[config.mk]
export PLATFORM = sky130hd
export DESIGN_NAME = calendar_field_stepper
export DESIGN_NICKNAME = d
export VERILOG_FILES = /design/src/sv/cfs_pkg.sv /design/src/sv/calendar_field_stepper.sv /design/src/sv/cfs_step.sv
export SDC_FILE = /design/constraint.sdc
export NUM_CORES = 1
export LEC_CHECK = 0
export ABC_AREA = 0
export BUFFER_PORTS_ARGS = -buffer_cell sky130_fd_sc_hd__buf_4
export CORE_MARGIN = 3
export CORE_UTILIZATION = 45
export DETAILED_ROUTE_END_ITERATION = 10
export PLACE_DENSITY_LB_ADDON = 0.3
export SETUP_SLACK_MARGIN = 0.4
export SYNTH_ARGS = -nofsm -noshare
export SYNTH_HDL_FRONTEND = slang
export SYNTH_SLANG_ARGS = --single-unit
[constraint.sdc]
create_clock -name clk -period 4.7 [get_ports clk]
set_clock_uncertainty 0.2 [all_clocks]
set_input_delay 0.235 -clock clk [delete_from_list [all_inputs] [get_ports clk]]
set_output_delay 0.235 -clock clk [all_outputs]
set_load 0.01 [all_outputs]
[src/sv/cfs_pkg.sv]
// ----------------------------------------------------------------------------
// cfs_pkg: shared types, codes and helpers for the calendar field stepper
// Holds the date record, the request codes, field limits and the
// increment and saturate helpers used by the step logic.
// ----------------------------------------------------------------------------
package cfs_pkg;

  // Stream widths, in bits
  localparam int IN_DATA_W  = 16;
  localparam int OUT_DATA_W = 32;

  // Request codes
  localparam logic [1:0] OP_INC     = 2'd0;
  localparam logic [1:0] OP_NEW_DAY = 2'd1;
  localparam logic [1:0] OP_LOAD    = 2'd2;

  // Field selects
  localparam logic [2:0] FLD_YEAR   = 3'd0;
  localparam logic [2:0] FLD_MONTH  = 3'd1;
  localparam logic [2:0] FLD_DAY    = 3'd2;
  localparam logic [2:0] FLD_HOUR   = 3'd3;
  localparam logic [2:0] FLD_MINUTE = 3'd4;

  // Field limits
  localparam logic [7:0] YEAR_MIN   = 8'd0;
  localparam logic [7:0] YEAR_MAX   = 8'd86;
  localparam logic [7:0] MONTH_MIN  = 8'd1;
  localparam logic [7:0] MONTH_MAX  = 8'd12;
  localparam logic [7:0] DAY_MIN    = 8'd1;
  localparam logic [7:0] DAY_MAX    = 8'd31;
  localparam logic [7:0] HOUR_MIN   = 8'd0;
  localparam logic [7:0] HOUR_MAX   = 8'd23;
  localparam logic [7:0] MINUTE_MIN = 8'd0;
  localparam logic [7:0] MINUTE_MAX = 8'd59;

  // Leap years have both low year bits clear
  localparam logic [1:0] LEAP_MASK  = 2'b11;

  // Reset values
  localparam logic [6:0] YEAR_RST   = 7'd17;
  localparam logic [3:0] MONTH_RST  = 4'd1;
  localparam logic [4:0] DAY_RST    = 5'd1;
  localparam logic [4:0] HOUR_RST   = 5'd12;
  localparam logic [5:0] MINUTE_RST = 6'd0;

  typedef struct packed {
    logic [5:0] minute;
    logic [4:0] hour;
    logic [4:0] day;
    logic [3:0] month;
    logic [6:0] year;
  } date_t;

  typedef struct packed {
    logic [7:0] load_value;
    logic [2:0] field_select;
    logic [1:0] opcode;
  } req_t;

  typedef struct packed {
    logic       carry;
    logic [7:0] value;
  } step_t;

  // Days in a month; out-of-range months count as 31
  function automatic logic [7:0] month_len(logic [3:0] month, logic [6:0] year);
    logic [7:0] len;
    case (month)
      4'd2:    len = ((year[1:0] & LEAP_MASK) == 2'b00) ? 8'd29 : 8'd28;
      4'd4,
      4'd6,
      4'd9,
      4'd11:   len = 8'd30;
      default: len = 8'd31;
    endcase
    return len;
  endfunction

  // Step by one, clamp below the minimum, wrap above the maximum
  function automatic step_t wrap_inc(logic [7:0] cur, logic [7:0] lo, logic [7:0] hi);
    step_t r;
    r.value = cur + 8'd1;
    r.carry = 1'b0;
    if (r.value < lo) begin
      r.value = lo;
    end
    if (r.value > hi) begin
      r.value = lo;
      r.carry = 1'b1;
    end
    return r;
  endfunction

  // Clamp a loaded value into a field's range
  function automatic logic [7:0] sat(logic [7:0] val, logic [7:0] lo, logic [7:0] hi);
    logic [7:0] v;
    v = val;
    if (v < lo) begin
      v = lo;
    end
    if (v > hi) begin
      v = hi;
    end
    return v;
  endfunction

endpackage

[src/sv/calendar_field_stepper.sv]
// ----------------------------------------------------------------------------
// calendar_field_stepper: five-field date and time keeper
// Steps, rolls over or loads year, month, day, hour and minute on request.
// ----------------------------------------------------------------------------
// Usage:
//   Each request on the s_axis channel carries an opcode (increment one
//   field, new-day advance with day/month/year carry, or load one field),
//   a field select and a load value. Every request yields one result on
//   m_axis with the full date after the request and the carry flag.
//   A request is registered in the input register when accepted, and its
//   result is registered in the output register once that register is
//   free, so a stalled receiver can hold it back. One request is taken per
//   cycle while s_axis_tready is high; the next request's update depends
//   only on the date registers, which change as each result is registered.
//   Reset sets the date to year 17, month 1, day 1, 12:00 and empties both
//   stages. When the receiver holds m_axis_tready low, the result stays in
//   the output register, one more request waits in the input register,
//   and s_axis_tready drops until the output register drains.
// ----------------------------------------------------------------------------
module calendar_field_stepper (
  input  logic                              clk,
  input  logic                              rst,
  input  logic                              s_axis_tvalid,
  output logic                              s_axis_tready,
  // opcode[1:0], field_select[4:2], load_value[12:5], zero fill
  input  logic [cfs_pkg::IN_DATA_W-1:0]     s_axis_tdata,
  output logic                              m_axis_tvalid,
  input  logic                              m_axis_tready,
  // year_out[6:0], month_out[10:7], day_out[15:11], hour_out[20:16],
  // minute_out[26:21], carry_out[27], zero fill
  output logic [cfs_pkg::OUT_DATA_W-1:0]    m_axis_tdata
);
  import cfs_pkg::*;

  logic  in_vld;
  req_t  in_req;
  date_t date;
  date_t date_next;
  logic  carry_next;
  logic  out_free;
  logic  move;
  date_t out_date;
  logic  out_carry;

  // Output register empty or draining this cycle
  assign out_free      = !m_axis_tvalid || m_axis_tready;
  assign move          = in_vld && out_free;
  assign s_axis_tready = !in_vld || out_free;

  // Hold the accepted request
  always_ff @(posedge clk) begin
    if (rst) begin
      in_vld <= 1'b0;
    end else if (s_axis_tready) begin
      in_vld <= s_axis_tvalid;
    end
  end

  always_ff @(posedge clk) begin
    if (s_axis_tready && s_axis_tvalid) begin
      in_req <= s_axis_tdata[12:0];
    end
  end

  cfs_step u_step (
    .cur   (date),
    .req   (in_req),
    .nxt   (date_next),
    .carry (carry_next)
  );

  // Advance the date when the request moves to the output
  always_ff @(posedge clk) begin
    if (rst) begin
      date.year   <= YEAR_RST;
      date.month  <= MONTH_RST;
      date.day    <= DAY_RST;
      date.hour   <= HOUR_RST;
      date.minute <= MINUTE_RST;
    end else if (move) begin
      date <= date_next;
    end
  end

  // Result register
  always_ff @(posedge clk) begin
    if (rst) begin
      m_axis_tvalid <= 1'b0;
    end else if (out_free) begin
      m_axis_tvalid <= in_vld;
    end
  end

  always_ff @(posedge clk) begin
    if (move) begin
      out_date  <= date_next;
      out_carry <= carry_next;
    end
  end

  assign m_axis_tdata = {4'b0, out_carry, out_date};

  // Month never leaves its range
  a_month_range: assert property (@(posedge clk) disable iff (rst)
    (date.month >= 4'd1) && (date.month <= 4'd12))
    else $error("month register out of range");

  // Time and year stay in range, and day stays at or above one
  a_other_range: assert property (@(posedge clk) disable iff (rst)
    (date.year <= 7'd86) && (date.hour <= 5'd23) && (date.minute <= 6'd59) &&
    (date.day >= 5'd1))
    else $error("date register out of range");

  // A waiting result always shows the current date
  a_out_matches: assert property (@(posedge clk) disable iff (rst)
    m_axis_tvalid |-> (out_date == date))
    else $error("result date differs from date registers");

  // A load never reports carry
  a_load_carry: assert property (@(posedge clk) disable iff (rst)
    (move && (in_req.opcode == OP_LOAD)) |=> !out_carry)
    else $error("carry raised on load");

endmodule

[src/sv/cfs_step.sv]
// ----------------------------------------------------------------------------
// cfs_step: next-date logic for one request
// Works out the new date and carry from the current date and one
// increment, new-day or load request.
// ----------------------------------------------------------------------------
module cfs_step (
  input  cfs_pkg::date_t cur,
  input  cfs_pkg::req_t  req,
  output cfs_pkg::date_t nxt,
  output logic           carry
);
  import cfs_pkg::*;

  step_t year_s;
  step_t month_s;
  step_t day_s;
  step_t hour_s;
  step_t minute_s;
  logic [7:0] day_hi;
  logic [7:0] year_ld;
  logic [7:0] month_ld;
  logic [7:0] day_ld;
  logic [7:0] hour_ld;
  logic [7:0] minute_ld;

  // Step each field on its own; the day limit follows the current month
  always_comb begin
    day_hi    = month_len(cur.month, cur.year);
    year_s    = wrap_inc({1'b0, cur.year}, YEAR_MIN, YEAR_MAX);
    month_s   = wrap_inc({4'b0, cur.month}, MONTH_MIN, MONTH_MAX);
    day_s     = wrap_inc({3'b0, cur.day}, DAY_MIN, day_hi);
    hour_s    = wrap_inc({3'b0, cur.hour}, HOUR_MIN, HOUR_MAX);
    minute_s  = wrap_inc({2'b0, cur.minute}, MINUTE_MIN, MINUTE_MAX);
    year_ld   = sat(req.load_value, YEAR_MIN, YEAR_MAX);
    month_ld  = sat(req.load_value, MONTH_MIN, MONTH_MAX);
    day_ld    = sat(req.load_value, DAY_MIN, DAY_MAX);
    hour_ld   = sat(req.load_value, HOUR_MIN, HOUR_MAX);
    minute_ld = sat(req.load_value, MINUTE_MIN, MINUTE_MAX);
  end

  // Select the update for the request
  always_comb begin
    nxt   = cur;
    carry = 1'b0;
    case (req.opcode)
      OP_INC: begin
        case (req.field_select)
          FLD_YEAR: begin
            nxt.year = year_s.value[6:0];
            carry    = year_s.carry;
          end
          FLD_MONTH: begin
            nxt.month = month_s.value[3:0];
            carry     = month_s.carry;
          end
          FLD_DAY: begin
            nxt.day = day_s.value[4:0];
            carry   = day_s.carry;
          end
          FLD_HOUR: begin
            nxt.hour = hour_s.value[4:0];
            carry    = hour_s.carry;
          end
          FLD_MINUTE: begin
            nxt.minute = minute_s.value[5:0];
            carry      = minute_s.carry;
          end
          default: begin
            carry = 1'b0;
          end
        endcase
      end
      OP_NEW_DAY: begin
        // Ripple day into month into year
        nxt.day = day_s.value[4:0];
        carry   = day_s.carry;
        if (day_s.carry) begin
          nxt.month = month_s.value[3:0];
          carry     = month_s.carry;
          if (month_s.carry) begin
            nxt.year = year_s.value[6:0];
            carry    = year_s.carry;
          end
        end
      end
      OP_LOAD: begin
        case (req.field_select)
          FLD_YEAR:   nxt.year   = year_ld[6:0];
          FLD_MONTH:  nxt.month  = month_ld[3:0];
          FLD_DAY:    nxt.day    = day_ld[4:0];
          FLD_HOUR:   nxt.hour   = hour_ld[4:0];
          FLD_MINUTE: nxt.minute = minute_ld[5:0];
          default:    nxt = cur;
        endcase
      end
      default: begin
        nxt = cur;
      end
    endcase
  end

endmodule

==> impl_results.md <==
* Area of the mapped netlist at 0.00467 mm²
* # Post-CTS Setup Buffers at 0
* Crit path largest cell delay at 0.53 ns
* Final HPWL DP at 8490 µm
* Most common library cells after synthesis: nand2_1 (54), o21ai_0 (43), nor2_1 (42)
* CP endpoint kind: flip-flop
* Synth top area cells: edfxtp_1 (26%), dfxtp_1 (12%), o21ai_0 (4.6%)
* First-pass GRT wire length at 20200 µm
* Vias/cell at 6.17
* Post-route ant nets at 0
* Fin. max-slew vios at 0
* Register area share after synthesis at 38.8%
* CTS tree: yes
* Final Worst Setup Slack at 0.867 ns
* Via count at 4372
* Final design utilization at 53.9%
* Layout Area Growth over Synthesis at 14.8%
* Post-synth top area share at 26.4%
* Period Utilization, post-route at 81.6%
* Core area at 0.00995 mm²
* CTS Buffer Depth at 2
* GRT overflow at 0
* Total Routing Usage GR at 21.9%
* Root Driver: clkbuf_8
* Layout cells sized above 1 at 15.3%
* H-tree depth at 3
* Post-synth top area cell: edfxtp_1
* Cell count after synthesis at 532
* Die Span Y at 108 µm
* Bufs and invs on worst path at 2
* Flip-flop and latch area at 0.00181 mm²
* Status: complete, no violations
* FMAX at 0.261 GHz
* Power per Cell Area at 252 mW/mm²
* Largest net degree at the start of global routing at 43
* Inserted Diodes at 0
* Clock-pin slew on the worst setup and hold paths at 0.08 ns
* R2R Setup Slk at 0.87 ns
* Initial DRT Pass Iterations at 5
* Placed cells at 678
* TritonCTS buffer count at 9
* Hold buffers post-CTS at 15
* Rel. slew slack at 54.8%
* Unrepaired setup endpoints after global routing: false
* Vias in the first global route at 4033
* Hold Crit Class: in2reg
* Initial DRC count at 364
* Final hold vios at 0
* Multi-input logic area at 0.00263 mm²
* Top cell by count, worst path: ha_1
* DRT Wirelength at 12600 µm
* DR DRC count at 0
* Clk sinks at 70
* Max Fanout on Critical Path at 9
* # rows at 36
* Cell Chain, Critical Path: ha_1, nand3_1, o21ai_0, inv_1, ha_1, nor2b_1, o211a_1, a31oi_2, buf_4, nor4_1, a221oi_1, nor2_1
* Fillers at 926
* GPL Wtd Cong at 0.938
* Max-cap violation count at 0
* Post-synth EDFFs at 41
* Post-cts resize count at 0
* Asr flop ratio synth at 0%
* Layout Cells excl Fill at 709
* Initial core utilization at 46.9%
* Crit path kind: reg2reg
* Wire per inst at 17.7 µm
* DIE AREA at 0.0116 mm²
* Largest delay share family, worst path: compound AO/OA/AOI/OAI gates
* Max VDD drop at 148 µV
* Worst slew pin tran at 0.672 ns
* Yosys Warn Count at 0
* Worst-skew pair later-pin latency at 0.35 ns
* Setup_tns at 0 ns
* I/O pin total at 54
* Syn Area/Cell at 8.78 µm²
* Die width at 108 µm
* Ys flop type: edfxtp_1
* Minimum clock period at 3.83 ns
* Net count, final at 606
* Count leader, synth: nand2_1
* Leakage at 1.96 nW
* Distinct cells, synth at 87
* CP required at 4.59 ns
* Dpl ws at 0.953 ns
* Hold_ws at 0.0562 ns
* Port bufs at 46
* Initial antenna violation count at 0
* Synth Register Bits at 70
* CP startpoint kind: flip-flop
* Arrival @ worst endpoint at 3.72 ns
* Setup violations, final at 0
* CP max-delay cell: a31oi_2
[where the power goes]
group / internal [mW] / leakage [nW] / switching (mW) / total [mW]
clock: 0.204 / 0.0861 / 0.237 / 0.441
sequential: 0.678 / 0.618 / 0.0392 / 0.718
combinational: 0.0828 / 1.25 / 0.112 / 0.195
[sequential cells by signal (all words and copies together), names as in the netlist]
register       cells
m_axis_tvalid      1
out_carry          1
m_axis_tdata      27
date              27
in_req            13
in_vld             1
[cell type report]
| type | count | share of cell area, % |
|---|---|---|
| inverter | 14 | 0.980 |
| clock buffer | 12 | 2.71 |
| sequential | 70 | 33.8 |
| timing repair buffer | 67 | 10.1 |
| tap | 133 | 3.10 |
| multi-input combinational | 409 | 48.9 |
| clock inverter | 4 | 0.420 |
[cell families (layout without fill, tap and decap cells)]
logic type | after synthesis | in the layout | share of synthesized area [%]
buffers and inverters | 56 | 97 | 5.28
adders and majority gates | 15 | 15 | 4.02
xor gates and xnor gates | 7 | 7 | 1.71
and+or+nand+nor | 197 | 197 | 22.5
other | 1 | 4 | 0.0803
DFF | 70 | 70 | 38.8
AOI/OAI and AO/OA | 183 | 183 | 27.0
muxes | 3 | 3 | 0.670
[layout by cell type, fill, tap and decap left out, drive strengths merged, types with 6 or more instances in the layout]
cell | netlist | layout
nand2 | 54 | 54
buf | 21 | 52
o21ai | 47 | 47
nor2 | 43 | 43
edfxtp | 41 | 41
a21oi | 36 | 36
dfxtp | 29 | 29
nand3 | 20 | 20
nor3 | 16 | 16
ha | 15 | 15
dlygate4sd3 | 0 | 15
inv | 13 | 13
clkbuf | 21 | 12
nand2b | 9 | 9
a31oi | 9 | 9
o21a | 8 | 8
nor2b | 8 | 8
a311oi | 7 | 7
nor3b | 7 | 7
nand4 | 6 | 6
a211oi | 6 | 6
and2 | 6 | 6
[metal layers]
metal,vias to the layer above,routed length (µm),track usage (%)
li1,2077,-,-
met1,2053,5420,29.5
met2,217,5920,35.2
met3,25,960,3.18
met4,0,246,9.11
met5,-,0,0
[per-stage QoR]
| stage | total power [mW] | cell area (µm²) |
|---|---|---|
| global route | 1.41 | 5360 |
| global placement | 0.908 | 5050 |
| finish | 1.35 | 5360 |
| floorplan | 0.847 | 4680 |
| CTS | 1.35 | 5360 |
| detailed placement | 0.912 | 5050 |
[path summary, 6_finish.rpt]
check | startpoint | to | cells after the start
setup / recovery | date[12] | m_axis_tdata[6] | 12
hold / removal | rst | m_axis_tvalid | 2
setup reg to reg | date[12] | m_axis_tdata[6] | 12
hold reg to reg | in_vld | m_axis_tvalid | 2
(Power assumes the default switching activity.)
